--- src/rtl/adfb_pkg.sv ---
// adfb_pkg: shared constants, register indexes and sideband types of the disc shader
// used by adfb_sqrt, adfb_blend and antialiased_disc_fill_blend_core
package adfb_pkg;

   localparam int COORD_BITS_DEF     = 12;
   localparam int SQRT_FRAC_BITS_DEF = 8;

   localparam int CSR_INDEX_BITS = 2;
   localparam int CSR_DATA_BITS  = 32;
   localparam int PIXEL_BITS     = 32;

   typedef enum logic [CSR_INDEX_BITS-1:0] {
      CSR_CENTER_X,
      CSR_CENTER_Y,
      CSR_RADIUS,
      CSR_FILL_COLOR
   } csr_index_type;

   localparam logic [7:0] ALPHA_MAX = 8'hFF;

   // floor(x / 255) = (x * DIV255_MUL) >> DIV255_SHIFT for x < 2**24
   localparam logic [24:0] DIV255_MUL   = 25'd16843010;
   localparam int          DIV255_SHIFT = 32;

   // width of a channel numerator before the divide by the result alpha
   localparam int NUM_BITS = 17;

   typedef struct packed {
      logic                  in_disc;
      logic                  band;
      logic [PIXEL_BITS-1:0] dst;
   } shade_side_type;

   typedef struct packed {
      logic                  touched;
      logic [PIXEL_BITS-1:0] dst;
      logic [PIXEL_BITS-1:0] src;
   } blend_side_type;

   function automatic logic [7:0] sat8(input logic [NUM_BITS-1:0] v);
      logic [7:0] r;
      r = (v > NUM_BITS'(ALPHA_MAX)) ? ALPHA_MAX : v[7:0];
      return r;
   endfunction

endpackage

--- src/rtl/adfb_sqrt.sv ---
// adfb_sqrt: pipelined integer square root of a value scaled by 2**(2*FRAC_BITS)
// one result bit per register stage; depends on adfb_pkg
module adfb_sqrt #(
   parameter int IN_BITS   = 2 * adfb_pkg::COORD_BITS_DEF - 2,
   parameter int FRAC_BITS = adfb_pkg::SQRT_FRAC_BITS_DEF
) (
   input  logic                           clock,
   input  logic                           reset,
   input  logic                           in_valid,
   input  logic [IN_BITS-1:0]             in_value,
   input  adfb_pkg::shade_side_type       in_side,
   output logic                           out_valid,
   output logic [IN_BITS/2+FRAC_BITS-1:0] out_root,
   output adfb_pkg::shade_side_type       out_side
);

   localparam int RB  = IN_BITS / 2 + FRAC_BITS;
   localparam int VW  = 2 * RB;
   localparam int RMW = RB + 2;

   logic                     valid_ff [RB];
   logic [RMW-1:0]           rem_ff   [RB];
   logic [RB-1:0]            q_ff     [RB];
   logic [VW-1:0]            v_ff     [RB];
   adfb_pkg::shade_side_type side_ff  [RB];

   genvar j;
   generate
      for (j = 0; j < RB; j++) begin : g_stage
         logic                     valid_p;
         logic [RMW-1:0]           rem_p;
         logic [RB-1:0]            q_p;
         logic [VW-1:0]            v_p;
         adfb_pkg::shade_side_type side_p;
         logic [RMW-1:0]           rem_t;
         logic [RMW-1:0]           trial;
         logic                     ge;
         logic [RMW-1:0]           rem_in;
         logic [RB-1:0]            q_in;

         if (j == 0) begin : g_first
            assign valid_p = in_valid;
            assign rem_p   = '0;
            assign q_p     = '0;
            assign v_p     = {in_value, {(2*FRAC_BITS){1'b0}}};
            assign side_p  = in_side;
         end else begin : g_next
            assign valid_p = valid_ff[j-1];
            assign rem_p   = rem_ff[j-1];
            assign q_p     = q_ff[j-1];
            assign v_p     = v_ff[j-1];
            assign side_p  = side_ff[j-1];
         end

         always_comb begin
            rem_t  = {rem_p[RMW-3:0], v_p[VW-1:VW-2]};
            trial  = {q_p, 2'b01};
            ge     = (rem_t >= trial);
            rem_in = ge ? (rem_t - trial) : rem_t;
            q_in   = {q_p[RB-2:0], ge};
         end

         always_ff @(posedge clock) begin
            if (reset) begin
               valid_ff[j] <= 1'b0;
            end else begin
               valid_ff[j] <= valid_p;
            end
            rem_ff[j]  <= rem_in;
            q_ff[j]    <= q_in;
            v_ff[j]    <= {v_p[VW-3:0], 2'b00};
            side_ff[j] <= side_p;
         end
      end
   endgenerate

   assign out_valid = valid_ff[RB-1];
   assign out_root  = q_ff[RB-1];
   assign out_side  = side_ff[RB-1];

endmodule

--- config.mk ---
export PLATFORM = sky130hd
export DESIGN_NAME = adfb_sqrt
export DESIGN_NICKNAME = d
export VERILOG_FILES = /design/src/rtl/adfb_pkg.sv /design/src/rtl/adfb_sqrt.sv
export SDC_FILE = /design/constraint.sdc
export NUM_CORES = 1
export LEC_CHECK = 0
export ABC_AREA = 1
export ABC_CLOCK_PERIOD_IN_PS = 1800
export CORE_MARGIN = 3
export CORE_UTILIZATION = 52
export DETAILED_ROUTE_END_ITERATION = 16
export DONT_BUFFER_PORTS = 1
export PLACE_DENSITY = 0.72
export SETUP_SLACK_MARGIN = 0.2
export SLEW_MARGIN = 20
export SYNTH_ARGS = -nofsm -noshare
export SYNTH_HDL_FRONTEND = slang
export SYNTH_SLANG_ARGS = --single-unit
--- constraint.sdc ---
create_clock -name clock -period 1.8 [get_ports clock]
set_input_delay 0.18 -clock clock [delete_from_list [all_inputs] [get_ports clock]]
set_output_delay 0.18 -clock clock [all_outputs]
set_load 0.01 [all_outputs]
# After elaboration in Yosys (flattened, before gate mapping)
# Memory sizes are Yosys's and may differ from the RTL's.
# Cells that the tools add are included.
[classes]
n_addsub = 19
magnitude_cmp = 19
n_mux = 41
n_bitwise = 19
[ops]
columns = ["operator", "n"]
rows = [
  ["2-to-1 mux 21 bit", 19],
  [">= comparator 21 bit", 18],
  ["subtractor 21 bit", 18],
  ["2-to-1 mux 1 bit", 22],
  ["OR 1 bit", 19],
  ["subtractor 2 x 1 -> 3 bit (second input constant)", 1],
  [">= comparator 2 x 1 -> 1 bit (second input constant)", 1],
]
[word_totals]
ff_bits = 0
mem_bits_rw = 2109
inputBits = 59
memories = 5
[memory_table]
columns = ["name", "words", "width", "rd", "rd_ports_with_merged_regs", "wr", "line", "rtl"]
rows = [
  ["v_ff", 19, 36, 18, 0, 19, "adfb_sqrt.sv:24", "logic [VW-1:0] v_ff [RB];"],
  ["side_ff", 19, 34, 19, 0, 19, "adfb_sqrt.sv:25", "adfb_pkg::shade_side_type side_ff [RB];"],
  ["rem_ff", 19, 21, 18, 0, 19, "adfb_sqrt.sv:22", "logic [RMW-1:0] rem_ff [RB];"],
  ["q_ff", 19, 19, 19, 0, 19, "adfb_sqrt.sv:23", "logic [RB-1:0] q_ff [RB];"],
  ["valid_ff", 19, 1, 19, 0, 19, "adfb_sqrt.sv:21", "logic valid_ff [RB];"],
]

# Longest topological paths before layout
# Gate-level depths: netlist (run 1).
[depth]
word_depth = 3
mapped_depth = 14
depth_no_buf = 14

# Least setup slack after synthesis (run 1)
# No wires, ideal clock.
[synth_path]
kind = "flip-flop to flip-flop"
start = "mem q_ff[16][12] in the netlist's numbering"
end = "mem rem_ff[17][17] in the netlist's numbering"
setup_time_ns = 0.113
arrival_time_ns = 1.648
slack_ns = 0.039
stages_incl_launch_ff = 11
cell_sequence = "dfxtp_1 -> inv_1 -> ha_1 -> a21oi_1 -> o21ai_1 -> a21oi_2 -> nand3_2 -> buf_6 -> buf_8 -> nand3_2 -> nand2_1"
[synth_rtl]
columns = ["item", "line"]
rows = [
  ["start: declaration", "adfb_sqrt.sv:23"],
  ["end: declaration", "adfb_sqrt.sv:22"],
]

==> results of run 1 <==
cells by family (layout without fill, tap and decap cells):
group                      after synthesis  count (layout)  synth area share (%)
adders and majority gates              202             202                  6.04
AOI/OAI and AO/OA                      354             354                  4.42
buffers and inverters                  696            1609                  6.43
DFF                                   1278            1278                  59.9
other                                    1               1               0.00878
and+or+nand+nor                       2050            2055                  20.5
xor gates and xnor gates               131             131                  2.69
state kept, by name (all words and copies together), names as in the netlist:
name,flops
rem_ff,313
side_ff,646
v_ff,110
valid_ff,19
q_ff,190
synth_stat cells, drive strengths merged, types with 2 or more instances:
| cell | number |
|---|---|
| a21boi | 4 |
| o21bai | 6 |
| o2111ai | 2 |
| fa | 7 |
| xor2 | 79 |
| nand3b | 50 |
| clkbuf | 4 |
| xnor2 | 52 |
| nand4 | 66 |
| nand2 | 1206 |
| a21oi | 176 |
| nor4 | 3 |
| or2 | 9 |
| inv | 657 |
| dfxtp | 1278 |
| o21a | 4 |
| nor2 | 370 |
| nor3 | 36 |
| buf | 35 |
| and3 | 2 |
| nand3 | 296 |
| ha | 195 |
| and2 | 11 |
| o21ai | 155 |
| o211ai | 3 |
per-layer routing:
metal  up-vias  global-route usage (%)
met2       879                    42.8
met5         -                       0
met4         0                    7.51
li1      16400                       -
met1     15500                    29.7
met3       270                    2.81
area by class of cell:
type                            instances  area, um2
Timing Repair Buffer                  722       6580
Sequential cell                      1278      25900
Inverter                              657       2550
Timing Repair inverter                  7       83.8
Multi-Input combinational cell       2743      20700
Clock inverter                         58        800
Fill cell                            5151      19700
Clock buffer                          165       3300
Tap cell                             1060       1330
through the flow:
step                      utilization, %  hold slack (ns)  cells  power [uW]
after floorplan                        -            0.208   4712       46700
after global placement              59.1            0.208   6082       52700
after detailed placement            59.1            0.208   6082       53100
after CTS                           71.0         0.000329   6572       82600
after global routing                75.7           0.0137   6690       91200
final                               75.7           0.0363   6690       87000
report_power, final:
group          switching, uW  total, uW  internal [uW]
clock network          10900      25500          14700
logic                  13900      25700          11700
registers               3490      35700          32300
worst max-delay path, cell delays in order (launching register included):
cell	delay, ns
sky130_fd_sc_hd__dfxtp_2	0.35
sky130_fd_sc_hd__inv_2	0.05
sky130_fd_sc_hd__ha_4	0.27
sky130_fd_sc_hd__nand2_2	0.06
sky130_fd_sc_hd__inv_2	0.07
sky130_fd_sc_hd__nand2_4	0.06
sky130_fd_sc_hd__nor3_4	0.28
sky130_fd_sc_hd__nand3_4	0.12
sky130_fd_sc_hd__nand3_4	0.19
sky130_fd_sc_hd__clkbuf_16	0.19
sky130_fd_sc_hd__nand2_2	0.06
sky130_fd_sc_hd__o21ai_2	0.09
what timing repair did:
| action | CTS | global route |
|---|---|---|
| buffers inserted | 159 | 105 |
| setup endpoints to repair | 326 | 326 |
| pin swaps | 312 | 352 |
| cloned | 21 | 13 |
| resized for setup | 907 | 840 |
| endpoints found under the hold margin | 76 | 0 |
| hold buffers | 87 | 0 |
how the worst max path moves through the flow:
stage / cells past startpoint / slack (ns) / endpoint / from
finish: 11 / -0.07 / rem_ff[17][10] / q_ff[16][8]
global route: 11 / -0.12 / rem_ff[17][3] / q_ff[16][8]
CTS: 11 / 0.02 / rem_ff[11][9] / q_ff[10][6]
detailed placement: 10 / -0.17 / rem_ff[9][7] / q_ff[8][2]
global placement: 10 / -0.19 / rem_ff[9][7] / q_ff[8][2]
floorplan: 11 / 0.14 / rem_ff[10][4] / q_ff[9][4]
==> results by stage, run 1 <==
Status:
- The run finished, with violations left.
- The checks that failed: setup timing.

STA:
- Headroom to the max-slew limit came out at around three fifths.
- The number of failing hold endpoints at the final stage was 0.
- The final count of negative-setup-slack endpoints is 12.
- The transition at the pin with the smallest max-transition slack is 0.602 ns.
- The number of pins exceeding their max-slew limit in the final report is 0.
- The highest clock rate is 0.534 GHz.
- For the final database, setup skew stands at 0.0929 ns.
- The final worst-path cycle share is 104%.
- The sum of negative setup slack is -0.342 ns.
- The final critical-path required period is about 1.9 ns.
- Setup repair after global routing could not meet its margin everywhere.
- The post-route worst setup slack is -0.0720 ns.

GRT:
- The total overflow left after global routing is 0.
- The maximum number of pins on one net before global-route repair is 24.
- The number of global-route vias before repair is 32600.
- The first global-routing pass estimated ~170000 um of wire.
- The aggregate global-route resource usage is 23.7%.
- The initial antenna violation count is 0.

Power:
- Dividing total power by cell area gives a power density of 1420 nW/um2.
- The worst IR drop on VDD is 1.14 mV.
- Summed over all cells, the static leakage comes to 0.0289 uW.

Drt:
- The count of nets left with antenna violations once routing finished came out at 0.
- For this run, the detailed router's first-pass iteration total came to 6.
- Dividing the detail-routed wire length by the instance count gives ~17 um.
- The routed via count is 33100.
- In this run, the number of DRC markers left after iteration 0 of detailed routing was 1842.
- Wire segments on met2 add up to 55900 um in the final route.
- The wire length on met1 is approximately 46000 um.
- Wires add up to 110000 um.
- The sum of met3 wire segment lengths after detailed routing is 4840 um.
- After detailed routing, the number of vias per cell comes to around 4.9.
- In this run the top signal layer used is met4.
- After detailed routing, the number of remaining DRC violations is 0.

Worst setup path:
- The logic depth of the worst register-to-register path is 11.
- The type of element launching the critical path is a flop.
- For the worst setup path, the data arrival time is ~2.5 ns.
- The endpoint of the lowest-slack register-to-register path is rem_ff[17][10].
- The type of the worst setup path is flop to flop.
- Along the worst path, the maximum fanout reaches 6.
- The worst register-to-register path begins at q_ff[16][8].
- The nature of the critical path endpoint is a flop.
- In this run the register-to-register setup slack is -0.07 ns.
- The data required time of the worst path is 2.44 ns.

Clock tree:
- The cell chosen for the clock root is sky130_fd_sc_hd__clkbuf_16.
- Counting the buffers created by CTS gives 118.
- Clock latency on the worst-skew pair, taken at its later pin, is roughly 0.7 ns.
- The buffer levels on the longest clock path is 3.
- The number of sinks driven by the clock tree is 1278.
- Clock-pin slew was measured on the worst setup and hold paths at 0.07 ns.
- TritonCTS built the clock tree.
- The H-tree was split into 3 levels.

Hold path:
- The hold path startpoint is in_value[10].
- Counting instances, the worst hold path has a depth of 1.
- The worst hold path belongs to the class input port to flop.
- The path with the worst hold slack has its endpoint at v_ff[0][26].

Placed design:
- The total half-perimeter wirelength after legalization and detailed placement is 69300 um.
- The count of buffers from port buffering is 0.
- The setup slack at placement is -0.173 ns.
- In this run the cell area measured after placement is ~48000 um2.
- Routability-driven placement finished with a final weighted congestion of 0.891.

Synth:
- The synthesized design contains 0 enable-type register cells.
- Sequential elements use 59.9% of the synthesized area.
- The per-instance average area after synthesis is between 9 and 10 um2.
- The largest area contributor in the netlist is sky130_fd_sc_hd__dfxtp_1.
- The most used flip-flop cell after synthesis is sky130_fd_sc_hd__dfxtp_1.
- The portion of synthesized cell area occupied by the leading cell type is roughly 60%.
- After technology mapping, the gate count stands at 4712.
- The total nets after synthesis is around 5000.
- In the post-synthesis netlist, the biggest area contributors are sky130_fd_sc_hd__dfxtp_1 60%, sky130_fd_sc_hd__nand2_1 10%, sky130_fd_sc_hd__ha_1 5.7%.
- The distinct cell type count after synthesis is 49.
- The synthesized design contains 1278 register bits.
- The netlist area before placement is 42700 um2.
- For this run, asynchronously set or reset flops after synthesis account for 0%.
- The Yosys warning count is 0.

Final layout:
- The top cell types in the final layout, fill and taps aside, are 1059 x sky130_fd_sc_hd__dfxtp_1, 728 x sky130_fd_sc_hd__nand2_1, 512 x sky130_fd_sc_hd__buf_4.
- The number of antenna repair diodes is 0.
- The most frequent standard cell in the layout excluding fill and tap cells is sky130_fd_sc_hd__dfxtp_1.
- In the final design database the tool counted 5788 nets.
- In the final layout, the share of cells above drive strength 1 is roughly two fifths.
- The growth of design area from synthesis to finish is 43.5%.
- Summing all non-filler instances in the final layout gives an area of 61300 um2.

Floorplanning:
- The number of core rows is 104.
- The die area is 85600 um2.
- The initial utilization of the core area, before any placement, comes to 52.8%.
- The die is 293 um wide.
- The floorplan die height is 293 um.
- In this run the standard cell core region covers 80900 um2.
- 113 I/O pins were placed.

Run:
- The max-capacitance violation count is 0.
Note: power is estimated with default switching activity, not from simulation.
==> run 2: changes to the inputs <==
--- a/config.mk
+++ b/config.mk
@@ -12,7 +12,7 @@
 export DETAILED_ROUTE_END_ITERATION = 16
 export DONT_BUFFER_PORTS = 1
 export PLACE_DENSITY = 0.72
-export SETUP_SLACK_MARGIN = 0.2
+export SETUP_SLACK_MARGIN = 0.05
 export SLEW_MARGIN = 20
 export SYNTH_ARGS = -nofsm -noshare
 export SYNTH_HDL_FRONTEND = slang
==> results by stage, run 2 (same netlist as run 1, synthesis figures left out) <==
Final layout:
- The flip-flop count of the largest register after layout was 646 (unchanged).
- The number of antenna repair diodes is 0 (unchanged).
- The register with the most flip-flops is side_ff.
- In the final layout, the registers with the most flip-flops are side_ff x646, rem_ff x313, q_ff x190.
- The library cells used most frequently in the layout, excluding fill and tap cells, are 1095 x sky130_fd_sc_hd__dfxtp_1, 885 x sky130_fd_sc_hd__nand2_1, 555 x sky130_fd_sc_hd__inv_1.
- The final design area excluding fillers came to 58700 um2 (-4.1%).
- The library cell used most frequently in the layout, excluding fill and tap cells, is sky130_fd_sc_hd__dfxtp_1.
- The share of layout cells above drive strength 1 is 33.9% (-7.3 points).
- The net count reported at finish is 5725 (-1.1%).
- From synthesis to final layout, the design area changed by 37.6%.
- The count of placed standard cells in the final layout, fillers left out is 6621 (-1.0%).

STA:
- Setup repair after global routing could not meet its margin everywhere.
- The final critical-path required period is 1.86 ns (-0.00831 ns).
- The final count of negative-setup-slack endpoints is 30 (+18).
- The post-route worst setup slack is -0.0637 ns (+0.00831 ns).
- The tightest slew margin relative to the limit is 57.6% (-2.1 points).
- The transition at the pin with the smallest max-transition slack is 0.634 ns (+0.0321 ns).
- The worst setup skew after layout is 0.0581 ns (-0.0348 ns).
- The number of failing hold endpoints at the final stage is 0 (unchanged).
- The number of pins exceeding their max-slew limit in the final report is 0 (unchanged).
- The highest clock rate came to 0.537 GHz (+0.45%).
- The sum of negative setup slack is -0.631 ns (-0.288 ns).
- The final worst-path cycle share is 104% (-0.46 points).

Worst setup path:
- The most numerous cell type found on the critical path is sky130_fd_sc_hd__nand2_2.
- The nature of the critical path endpoint is a flop.
- The largest individual stage delay along the critical path comes from the cell sky130_fd_sc_hd__fa_2.
- The worst stage delay on the critical path came to 0.40 ns (+0.05 ns).
- The data arrival time of the worst path is 2.42 ns (-0.10 ns).
- The data required time of the worst path is 2.36 ns (-0.08 ns).
- The worst-case register-to-register setup slack is -0.06 ns (about the same).
- The worst setup path is launched from a flop.
- Walking the worst path, the cells encountered are inv_2 > ha_4 > fa_2 > nand3_2 > nand2_4 > nand3_2 > nand2_2 > nand2_2 > nand2_1 > nand2_1 > nand2_2 > nand2_2 > inv_2.
- The maximum fanout encountered on the critical timing path is 4 (-2).
- The critical path is of the flop to flop type.

Drt:
- The detailed-router iteration count before antenna repair was 6 (unchanged).
- The number of antenna-violating nets in the routed design is 0 (unchanged).
- The residual DRC count is 0 (unchanged).
- The routed via count came to 33000 (-0.41%).
- The detailed-route vias per instance is 4.98 (+0.62%).
- The mean routed wirelength per cell is 15.8 um (-4.5%).
- The total length of routed wires is 104000 um (-5.4%).
- The number of DRC markers in iteration 0 is 1907 (+3.5%).

Floorplanning:
- The number of top-level design ports came to 113 (unchanged).
- The die outline width came to 293 um (unchanged).
- The starting density of the core is 52.8% (unchanged).
- The die area was 85600 um2 (unchanged).
- The placeable core area came to 80900 um2 (unchanged).
- The number of core rows came to 104 (unchanged).
- The floorplan die height is 293 um (unchanged).

Placed design:
- The total half-perimeter wirelength after legalization and detailed placement is 64800 um (-6.5%).
- The setup slack at placement is -0.423 ns (-0.249 ns).
- The total placed cells including tap cells is 6163 (+1.3%).
- The total placed instance area was 47100 um2 (-1.5%).
- The count of buffers from port buffering was 0 (unchanged).
- The routability congestion estimate from global placement is 0.878 (-1.4%).

GRT:
- The leftover overflow at the end of global routing came to 0 (unchanged).
- The aggregate global-route resource usage is 21.6% (-2.1 points).
- The number of global-route vias before repair is 31000 (-5.1%).
- The maximum number of pins on one net before global-route repair was 26 (+8.3%).
- The first-pass GRT wire length was 152000 um (-8.0%).
- The initial antenna violation count is 0 (unchanged).

Clock tree:
- The buffer levels on the longest clock path is 3 (unchanged).
- The clock input transition at the sequential cells of the worst setup and hold paths came to 0.06 ns (about the same).
- TritonCTS built the clock tree.
- The level count of the clock H-tree is 3 (unchanged).
- The number of sinks driven by the clock tree is 1278 (unchanged).
- The cell chosen for the clock root is sky130_fd_sc_hd__clkbuf_16.
- The number of CTS-inserted buffers is 115 (-2.5%).
- The insertion delay to the later sink of the worst-skew pair is 0.71 ns (about the same).

Power:
- The worst IR drop on VDD was 0.873 mV (-24%).
- The power density normalized to cell area is 1450 nW/um2 (+2.3%).
- The static leakage is 0.0280 uW (-3.2%).

Status:
- The flow ran to the end, but the final reports show violations.
- The checks that failed: setup timing.

Hold path:
- The class of the most critical hold timing path is input port to flop.

Run:
- The max-capacitance violation count is 0 (unchanged).
## run 2: critical path: cells and delay by family (launching register included)
| family | cells | cell delay (ns) |
|---|---|---|
| buf+inv | 2 | 0.08 |
| flops | 1 | 0.33 |
| fa+ha+maj | 2 | 0.56 |
| simple gates | 9 | 0.74 |
## run 2: cell type report
type                    instances  area, um2
clock buffers                 154       3160
clock inverters                60        963
fillers                      5423      22200
inverters                     657       2500
multi-input cells            2742      19000
flip-flops and latches       1278      25800
well taps                    1060       1330
repair buffers                670       5930
## run 2: timing repair
item | in CTS | in global routing
gates cloned | 10 | 17
pin swaps | 88 | 340
hold buffers | 93 | 0
hold endpoints to repair | 76 | 0
buffers inserted | 40 | 90
setup endpoints to repair | 268 | 310
resized for setup | 406 | 949
## run 2: layer usage
metal / track usage (%) / vias up / wire length, um
met5: 0 / - / 0
met4: 7.25 / 0 / 4080
met3: 3.03 / 311 / 5070
met2: 37.8 / 967 / 51500
met1: 27.6 / 15400 / 43900
li1: - / 16300 / -
## run 2: path summary, 6_finish.rpt
check / startpoint / end / cells past startpoint
setup / recovery: q_ff[12][0] / rem_ff[13][16] / 13
hold / removal: in_side[32] / side_ff[0][32] / 1
setup reg to reg: q_ff[12][0] / rem_ff[13][16] / 13
hold reg to reg: q_ff[4][4] / q_ff[5][5] / 0
## run 2: through the flow
stage	hold slack, ns	power [uW]	utilization (%)
finish	0.0294	85300	72.6
global route	0.000905	89500	72.6
CTS	0.000636	80000	67.3
detailed placement	0.208	52000	58.2
global placement	0.208	51700	58.2
floorplan	0.208	45500	-
## run 2: power breakdown
group          total [uW]  internal (uW)  leakage [uW]  switching [uW]
clock               25900          15100       0.00200           10800
sequential          35500          32200        0.0107            3260
combinational       23900          10800        0.0154           13200
